--- config.mk ---
export PLATFORM = sky130hd
export DESIGN_NAME = slot_pool_allocator
export DESIGN_NICKNAME = d
export VERILOG_FILES = /design/src/hdl/spa_pkg.sv /design/src/hdl/spa_stack_ram.sv /design/src/hdl/slot_pool_allocator.sv
export SDC_FILE = /design/constraint.sdc
export NUM_CORES = 2
export LEC_CHECK = 0
export BUFFER_PORTS_ARGS = -buffer_cell sky130_fd_sc_hd__buf_2
export CELL_PAD_IN_SITES_DETAIL_PLACEMENT = 1
export CELL_PAD_IN_SITES_GLOBAL_PLACEMENT = 1
export CORE_MARGIN = 10
export CORE_UTILIZATION = 50
export CTS_CLUSTER_DIAMETER = 40
export DETAILED_ROUTE_END_ITERATION = 12
export PLACE_DENSITY_LB_ADDON = 0.3
export RECOVER_POWER = 100
export SLEW_MARGIN = 20
export SYNTH_ARGS = -nofsm -noshare
export SYNTH_HDL_FRONTEND = slang
export SYNTH_SLANG_ARGS = --single-unit
--- constraint.sdc ---
create_clock -name clk -period 7.1 [get_ports clk]
set_clock_uncertainty 0.1 [all_clocks]
set_input_delay 1.065 -clock clk [delete_from_list [all_inputs] [get_ports clk]]
set_output_delay 1.065 -clock clk [all_outputs]
set_load 0.02 [all_outputs]
--- src/hdl/spa_pkg.sv ---
// ----------------------------------------------------------------------------
// spa_pkg: shared types and codes for the slot pool allocator
// Request layout, request modes and result status codes used by the
// allocator core and its free stack memory.
// ----------------------------------------------------------------------------
package spa_pkg;

  // Width of a slot index as carried on the ports and stored on the stack.
  localparam int SLOT_IDX_W = 8;

  // Request modes.
  localparam logic MODE_ALLOC = 1'b0;
  localparam logic MODE_FREE  = 1'b1;

  // Result status codes.
  localparam logic [1:0] STATUS_OK     = 2'd0;
  localparam logic [1:0] STATUS_FULL   = 2'd1;
  localparam logic [1:0] STATUS_RANGE  = 2'd2;
  localparam logic [1:0] STATUS_DOUBLE = 2'd3;

  // One captured request.
  typedef struct packed {
    logic                  mode;
    logic [SLOT_IDX_W-1:0] slot_index;
  } req_t;

endpackage

--- src/hdl/spa_stack_ram.sv ---
// ----------------------------------------------------------------------------
// spa_stack_ram: free stack storage with a registered top-of-stack read
// One write port and one registered read port; a write to the address being
// read in the same cycle is forwarded into the read register.
// ----------------------------------------------------------------------------
module spa_stack_ram #(
  parameter int DEPTH = 256
) (
  input  logic                            clk,
  input  logic                            wr_en,
  input  logic [$clog2(DEPTH)-1:0]        wr_addr,
  input  logic [spa_pkg::SLOT_IDX_W-1:0]  wr_data,
  input  logic [$clog2(DEPTH)-1:0]        rd_addr,
  output logic [spa_pkg::SLOT_IDX_W-1:0]  rd_data
);

  localparam int AW = $clog2(DEPTH);

  logic [spa_pkg::SLOT_IDX_W-1:0] mem [DEPTH];
  logic [spa_pkg::SLOT_IDX_W-1:0] rd_data_r;

  always_ff @(posedge clk) begin
    if (wr_en) begin
      mem[wr_addr] <= wr_data;
    end
  end

  // The read register always follows the entry the next pop will need.
  always_ff @(posedge clk) begin
    if (wr_en && (wr_addr == rd_addr[AW-1:0])) begin
      rd_data_r <= wr_data;
    end else begin
      rd_data_r <= mem[rd_addr];
    end
  end

  assign rd_data = rd_data_r;

endmodule

--- src/hdl/slot_pool_allocator.sv ---
// ----------------------------------------------------------------------------
// slot_pool_allocator: fixed pool slot allocator with a LIFO free list
// Allocates from recently freed slots first, then from a bump counter, and
// validates frees against the high-water mark and per-slot occupied bits.
// ----------------------------------------------------------------------------
// Pipeline: an accepted request is captured in the input register, and its
// decision is registered in the result register that drives the out_ ports.
// Throughput: one request per cycle once busy is low; busy clears at the first
// edge that samples rst_n high, and the receiver cannot stall, so results keep pace.
// Reset: rst_n is synchronous and active low; it empties the free stack, zeroes
// the high-water mark and clears all occupied bits.
// ----------------------------------------------------------------------------
module slot_pool_allocator #(
  parameter int SLOTS = 256
) (
  input  logic                            clk,
  input  logic                            rst_n,
  input  logic                            start,
  output logic                            busy,
  input  logic                            in_mode,
  input  logic [spa_pkg::SLOT_IDX_W-1:0]  in_slot_index,
  output logic                            out_valid,
  output logic [spa_pkg::SLOT_IDX_W-1:0]  out_granted_slot,
  output logic [1:0]                      out_status
);

  // Counter width holds every value from 0 to SLOTS inclusive.
  localparam int CW = $clog2(SLOTS + 1);
  // Stack address width.
  localparam int AW = $clog2(SLOTS);
  // Only slots that an 8-bit index can name can ever be freed, so only those
  // need an occupied bit.
  localparam int BUSY_N = (SLOTS < 256) ? SLOTS : 256;
  localparam int BW = $clog2(BUSY_N);
  // Common width for comparing a request index with the high-water mark.
  localparam int MW = (CW > spa_pkg::SLOT_IDX_W) ? CW : spa_pkg::SLOT_IDX_W;

  // Handshake and input register.
  logic           busy_r;
  logic           req_vld_r;
  spa_pkg::req_t  req_r;

  // Allocator state.
  logic [CW-1:0]     hw_r, hw_nxt;
  logic [CW-1:0]     depth_r, depth_nxt;
  logic [BUSY_N-1:0] slot_busy_r, slot_busy_nxt;

  // Result register.
  logic                           out_valid_r;
  logic [spa_pkg::SLOT_IDX_W-1:0] out_slot_r, out_slot_nxt;
  logic [1:0]                     out_status_r, out_status_nxt;

  // Free stack interface.
  logic                           stk_wr_en;
  logic [AW-1:0]                  stk_wr_addr;
  logic [AW-1:0]                  stk_rd_addr;
  logic [spa_pkg::SLOT_IDX_W-1:0] stk_top;

  logic accept;

  // Busy is high during reset and clears at the first edge that samples rst_n
  // high; afterwards every cycle can take a request.
  assign busy   = busy_r;
  assign accept = start && !busy_r;

  always_ff @(posedge clk) begin
    if (!rst_n) begin
      busy_r    <= 1'b1;
      req_vld_r <= 1'b0;
    end else begin
      busy_r    <= 1'b0;
      req_vld_r <= accept;
    end
  end

  // The request payload needs no reset; it is qualified by req_vld_r.
  always_ff @(posedge clk) begin
    if (accept) begin
      req_r.mode       <= in_mode;
      req_r.slot_index <= in_slot_index;
    end
  end

  // The whole decision for one request is taken here in one pass. The stack
  // top is already sitting in the memory read register, so a pop needs no
  // separate read, and the next read address is steered from the new depth.
  always_comb begin
    hw_nxt         = hw_r;
    depth_nxt      = depth_r;
    slot_busy_nxt  = slot_busy_r;
    stk_wr_en      = 1'b0;
    out_slot_nxt   = '0;
    out_status_nxt = spa_pkg::STATUS_OK;

    if (req_vld_r) begin
      if (req_r.mode == spa_pkg::MODE_ALLOC) begin
        if (depth_r != '0) begin
          // Reuse the most recently freed slot.
          depth_nxt    = depth_r - CW'(1);
          out_slot_nxt = stk_top;
          if ({1'b0, stk_top} < 9'(BUSY_N)) begin
            slot_busy_nxt[stk_top[BW-1:0]] = 1'b1;
          end
        end else if (hw_r < CW'(SLOTS)) begin
          // Hand out a slot that has never been used.
          hw_nxt       = hw_r + CW'(1);
          out_slot_nxt = spa_pkg::SLOT_IDX_W'(hw_r);
          if (hw_r < CW'(BUSY_N)) begin
            slot_busy_nxt[hw_r[BW-1:0]] = 1'b1;
          end
        end else begin
          // Pool is exhausted: nothing changes.
          out_status_nxt = spa_pkg::STATUS_FULL;
        end
      end else begin
        out_slot_nxt = req_r.slot_index;
        if (MW'(req_r.slot_index) >= MW'(hw_r)) begin
          // The slot was never handed out.
          out_status_nxt = spa_pkg::STATUS_RANGE;
        end else if (!slot_busy_r[req_r.slot_index[BW-1:0]]) begin
          // The slot is already free; pushing it again would duplicate it.
          out_status_nxt = spa_pkg::STATUS_DOUBLE;
        end else begin
          slot_busy_nxt[req_r.slot_index[BW-1:0]] = 1'b0;
          if (depth_r < CW'(SLOTS)) begin
            stk_wr_en = 1'b1;
            depth_nxt = depth_r + CW'(1);
          end
        end
      end
    end
  end

  assign stk_wr_addr = depth_r[AW-1:0];
  // After this request the top of stack lives one below the new depth.
  assign stk_rd_addr = AW'(depth_nxt - CW'(1));

  always_ff @(posedge clk) begin
    if (!rst_n) begin
      hw_r        <= '0;
      depth_r     <= '0;
      slot_busy_r <= '0;
      out_valid_r <= 1'b0;
    end else begin
      hw_r        <= hw_nxt;
      depth_r     <= depth_nxt;
      slot_busy_r <= slot_busy_nxt;
      out_valid_r <= req_vld_r;
    end
  end

  always_ff @(posedge clk) begin
    out_slot_r   <= out_slot_nxt;
    out_status_r <= out_status_nxt;
  end

  spa_stack_ram #(
    .DEPTH (SLOTS)
  ) u_stack (
    .clk     (clk),
    .wr_en   (stk_wr_en),
    .wr_addr (stk_wr_addr),
    .wr_data (req_r.slot_index),
    .rd_addr (stk_rd_addr),
    .rd_data (stk_top)
  );

  assign out_valid        = out_valid_r;
  assign out_granted_slot = out_slot_r;
  assign out_status       = out_status_r;

endmodule

# ---- Word-level counts from Yosys, hierarchy flattened
# Memory sizes are Yosys's and may differ from the RTL's. A register that Yosys moved wholly into a read port is not among the register bits.
# Cells that the tools add are included.
dict set report classes {
  n_addsub 4
  multipliers 0
  div 0
  order_cmp 9
  eq_ne 2
  n_shift 0
  muxes 35
  n_bitwise 6
  reduce_logical 9
}
# operator count
set ops {}
lappend ops {{256-bit two-way mux} 5}
lappend ops {{256-bit OR} 2}
lappend ops {{256-bit AND} 1}
lappend ops {{256-bit inverter} 1}
lappend ops {{9-bit two-way mux} 6}
lappend ops {{8-bit by 9-bit < comparator with 1-bit output (second input constant)} 3}
lappend ops {{1-bit demux with 8-bit select} 3}
lappend ops {{8-bit by 1-bit greater-or-equal comparator with 1-bit output (second input constant)} 3}
lappend ops {{8-bit two-way mux} 3}
lappend ops {{9-bit by 1-bit adder with 9-bit output (second input constant)} 2}
lappend ops {{9-bit < comparator (second input constant)} 2}
lappend ops {{1-bit two-way mux} 14}
lappend ops {{8-bit by 9-bit greater-or-equal comparator with 1-bit output} 1}
lappend ops {{9-bit nonzero test} 1}
lappend ops {{9-bit by 1-bit subtractor with 9-bit output (second input constant)} 1}
lappend ops {{1-bit binary-select mux with 8-bit select} 1}
lappend ops {{4-bit AND reduction} 2}
lappend ops {{8-bit by 1-bit subtractor with 8-bit output (second input constant)} 1}
lappend ops {{2-bit two-way mux} 3}
lappend ops {{1-bit logical AND} 4}
lappend ops {{3-bit nonzero test} 1}
lappend ops {{2-bit by 1-bit inequality test with 1-bit output (second input constant)} 1}
lappend ops {{2-bit inequality test (second input constant)} 1}
lappend ops {{1-bit inverter} 2}
lappend ops {{1-bit zero test} 1}
dict set report word_totals {
  regBits 296
  latch_bits 0
  ram_bits 2048
  romBits 0
  input_bits 12
  out_inout_bits 12
  mem_count 1
}
# name depth word_bits rd rd_ports_with_merged_regs write_ports line
set mem_list {}
lappend mem_list {u_stack.mem 256 8 1 1 1 spa_stack_ram.sv:19} ;# logic [spa_pkg::SLOT_IDX_W-1:0] mem [DEPTH];

# ---- Logic depth before layout (Yosys ltp)
dict set report logic_depth {
  depth_word 9
  mapped_depth 21
}

# ---- Modules after synthesis
# A second synthesis with hierarchy kept.
dict set report hier_totals {
  hier_cells 5948
  hier_area_um2 96212.3
}
# mod instances cells_each area_per_inst_um2 seq_area_each_um2
set modules_own_cells {}
lappend modules_own_cells {spa_stack_ram 1 3733 79556.3 61659.1}
lappend modules_own_cells {slot_pool_allocator 1 2215 16656.0 6015.8}

# ---- Worst setup path before layout
# OpenSTA, ideal clock, no wires.
dict set report synth_timing {
  path_type {reg2reg}
  start {register req_r[0] (netlist bit)}
  end {memory u_stack.mem[183][0] (netlist bit) (enable)}
  setup_time_ps 370
  arrival_time_ps 7154
  t_required_ps 6630
  slack_ps -524
  path_stages_with_launch 18
  n_path_buf 5
  synth_period_minus_slack_ps 7624
  cell_sequence {edfxtp_1 -> buf_4 -> buf_2 -> buf_2 -> inv_2 -> ha_1 -> nand2b_1 -> a21oi_1 -> nor2b_1 -> o211ai_1 -> a21oi_1 -> a211oi_1 -> nand3_1 -> buf_2 -> nor3b_1 -> nand3_1 -> clkbuf_1 -> nor2_1}
}
dict set report synth_via {
  elab_chain_len 8
  word_cells_on_any_way 9
  classes_between {1 x order compare; 8 x mux}
}
# item line
set synth_lines {}
lappend synth_lines {{start: declaration} slot_pool_allocator.sv:41} ;# spa_pkg::req_t req_r;
lappend synth_lines {{1-bit binary-select mux with 8-bit select} slot_pool_allocator.sv:120} ;# end else if (!slot_busy_r[req_r.slot_index[BW-1:0]]) begin
lappend synth_lines {{1-bit two-way mux (not written as such)} slot_pool_allocator.sv:120}
lappend synth_lines {{1-bit two-way mux} slot_pool_allocator.sv:120}
lappend synth_lines {{1-bit two-way mux *} slot_pool_allocator.sv:117} ;# if (MW'(req_r.slot_index) >= MW'(hw_r)) begin
lappend synth_lines {{1-bit two-way mux *} slot_pool_allocator.sv:96} ;# if (req_r.mode == spa_pkg::MODE_ALLOC) begin
lappend synth_lines {{1-bit two-way mux *} slot_pool_allocator.sv:95} ;# if (req_vld_r) begin
lappend synth_lines {{1-bit two-way mux *} spa_stack_ram.sv:23} ;# if (wr_en) begin
lappend synth_lines {{1-bit two-way mux (not written as such) *} spa_stack_ram.sv:24} ;# mem[wr_addr] <= wr_data;
lappend synth_lines {{end: declaration} spa_stack_ram.sv:19}
# Mark *: on every way between the ends. The rest lies on a longest branch, timed or not. The select of a mux whose other input is x is not followed.

# ---- Final worst setup path
dict set report layout_timing {
  start {register req_r[3] (netlist bit)}
  end {memory u_stack.mem[58][0] (netlist bit) (enable)}
}
# The elaborated chain is that of the path after synthesis.

==> results.cfg <==
[setup_path]
crit_path_max_incr_delay_ns = 0.95
critical_path.cell_chain = nor2_2 -> a22oi_1 -> a21oi_1 -> or4_1 -> o2111a_1 -> a211oi_4 -> nand3_1 -> nor3_1 -> nand3_1 -> clkbuf_1 -> nor2_2
setup.worst_path.end_class = flip-flop
path_buf_inv = 1
r2r_cells = 11
path_max_fanout = 16
worstSetupPathType = reg2reg
regToRegStartpoint = req_r[3]$_DFFE_PP_
slowest_stage = edfxtp_1
cpLargestDelayFamily = simple AND/OR/NAND/NOR gates
crit_start = req_r[3]$_DFFE_PP_
ff2ff_setup_slack_ns = 0.39
critical_path_required_ns = 7.56
cp_data_arrival_time_ns = 7.17
start_kind = flip-flop
r2r-end = u_stack.mem[58][0]$_DFFE_PP_

[clock_tree]
cts_resized = 0
clockBufferDepth = 4
cts_setup_buffers = 0
holdBufCountCts = 0
cts_tree = built
cts_buffers = 345
cts.clk_slew.worst_paths_ns = 0.05
clk_latency_ns = 0.95
ctsRootBufferMaster = clkbuf_16
clock_sink_count = 2352
cts_max_level = 5

[placed_design]
gp_congestion = 0.8712
dp_hpwl_mm = 169.9
dpl.cell_count = 7414
io_buffers = 23
dp_slack_ns = 0.5236
placed_area_um2 = 99960

[synth]
ys_warn_count = 0
synth.top_cell.area_share_pct = 64.69
netlist_top_cells_area = edfxtp_1, mux4_2, dfxtp_1
yosysSeqAreaShare_pct = 70.87
synth.avg_cell_area_um2 = 18.78
synth.largest_area_cell = edfxtp_1
synth_seq_cells = 2352
syn_nets = 5114
synthDistinctLibCells = 69
ys_async_sr_fraction_pct = 0
syn-cell-area_um2 = 95490
synth_ff_type = edfxtp_1
syn_inst = 5084
synth_edf_count = 2057

[min_path]
hp-start = in_slot_index[6]
min-delay-path-class = in2reg
hold_end = req_r[6]$_DFFE_PP_
hold_depth = 1

[power]
ir_drop_mv = 0.2396
total_power_mw = 39.21
cellPowerDensity_nw_per_um2 = 355.6
leakagePower_nw = 35.16

[route]
wl_mm = 288.3
drt_pass1_iterations = 6
post-route-drc-count = 0
vias = 54500
drtIter0Drc = 7299
detail-route-antenna-nets = 0
avgViaCountPerCell = 6.786
wl_per_cell_um = 35.90

[floorplan]
boundaryPins = 24
core_um2 = 190000
dieArea_um2 = 208900
die_x_um = 457.0
placementRows = 160
initial_utilization_pct = 50.26
fp.dieH_um = 457.0

[finish]
n_fill_cell = 16310
layout_common_cells = edfxtp_1, mux4_2, clkbuf_16, nor2_1, nand2_1
fin_util_pct = 58.05
syn_to_final_growth_pct = 15.50
final_cells = 8031
final_common_cell = edfxtp_1
fin_nets = 5280
final_cell_area_um2 = 110300
drive_above_1_share_pct = 27.52

[sta]
setup_violations = 0
worstMarginPinSlew_ns = 4.981
rsz0062_at_grt = false
max-slew-margin-rel_pct = -232.0
fin_setup_tns_ns = 0
report.final.slew_viol_count = 1724
fin_crit_ns = 6.707
max_clock_freq_mhz = 149.1
finalHoldViolations = 0
holdWs_ns = 0.2213
timing.final.ws_setup_ns = 0.3929
period_share_pct = 94.47

[global_routing]
grt_max_degree = 196
grt_pass1_vias = 57130
grt_pass1_wl_mm = 418.9
antenna_found_initial = 11
grt.total_usage_pct = 27.18
overflow = 0

[outcome]
status = complete, but fails checks
violations = max-capacitance violations, max-slew violations

[flow_run]
cap_violations = 19
==> report_power, final <==
group / internal [mW] / switching, mW / leakage, nW / total, mW
Sequential: 15.0 / 0.279 / 20.9 / 15.3
Combinational: 2.61 / 4.00 / 8.63 / 6.61
Clock: 10.8 / 6.54 / 5.66 / 17.3
Total: 28.4 / 10.8 / 35.2 / 39.2
==> flip-flops by register name, summed over array words and instances, names as in the netlist, named ones only <==
name	count
out_status	2
req_vld_r	1
out_valid	1
depth_r	9
slot_busy_r	256
hw_r	9
busy	1
u_stack.mem	2048
req_r	9
out_granted_slot	8
==> cell usage after synthesis, types with 25 or more instances <==
| master | number |
|---|---|
| edfxtp_1 | 2057 |
| mux4_2 | 716 |
| nor2_1 | 363 |
| nand2_1 | 326 |
| dfxtp_1 | 295 |
| clkbuf_1 | 208 |
| o211ai_1 | 207 |
| a221o_1 | 130 |
| a21oi_1 | 99 |
| buf_2 | 81 |
| mux2i_1 | 75 |
| o311a_1 | 63 |
| nand3_1 | 45 |
| nor3_1 | 36 |
| buf_4 | 34 |
| o221ai_1 | 27 |
| buf_1 | 25 |
==> metal layers <==
| layer | global-route usage (%) | up-vias | part of all wire, % |
|---|---|---|---|
| met1 | 36.38 | 28940 | 38 |
| li1 | - | 21480 | - |
| met5 | 0 | - | 0.0045 |
| met4 | 10.91 | 2 | 4.5 |
| met2 | 43.64 | 3302 | 48 |
| met3 | 5.898 | 781 | 9.5 |
==> area by class of cell <==
class,count,area (um^2),area share (%)
well taps,2511,3142,2.849
flip-flops and latches,2352,67690,61.38
clock inverters,227,2636,2.390
clock buffers,383,8984,8.146
multi-input cells,2337,26220,23.77
repair buffers,177,1461,1.325
inverters,37,138.9,0.1259
diodes,7,17.52,0.01588
==> worst max path at each step <==
stage | cells past startpoint | slack [ns] | end
2_1_floorplan | 14 | -0.07 | u_stack.mem[14][0]$_DFFE_PP_
3_5_place_dp | 11 | 0.52 | u_stack.mem[117][1]$_DFFE_PP_
4_1_cts | 11 | 0.46 | u_stack.mem[117][1]$_DFFE_PP_
3_3_place_gp | 10 | 0.64 | u_stack.mem[113][1]$_DFFE_PP_
6_report | 11 | 0.39 | u_stack.mem[58][0]$_DFFE_PP_
5_1_grt | 13 | 0.20 | slot_busy_r[99]$_SDFFE_PN0P_
==> cells by family (layout without fill, tap and decap cells) <==
family	count (synthesis)	in the layout	synth area share, %
AO/OA/AOI/OAI	609	609	5.057
XOR/XNOR	18	18	0.1651
adder cells (fa/ha/maj)	18	18	0.2359
buffers and inverters	395	824	1.871
flip-flops	2352	2352	70.87
multiplexers	796	796	17.73
other	0	7	0
AND/OR/NAND/NOR	896	896	4.066
Note: power is estimated with default switching activity, not from simulation.
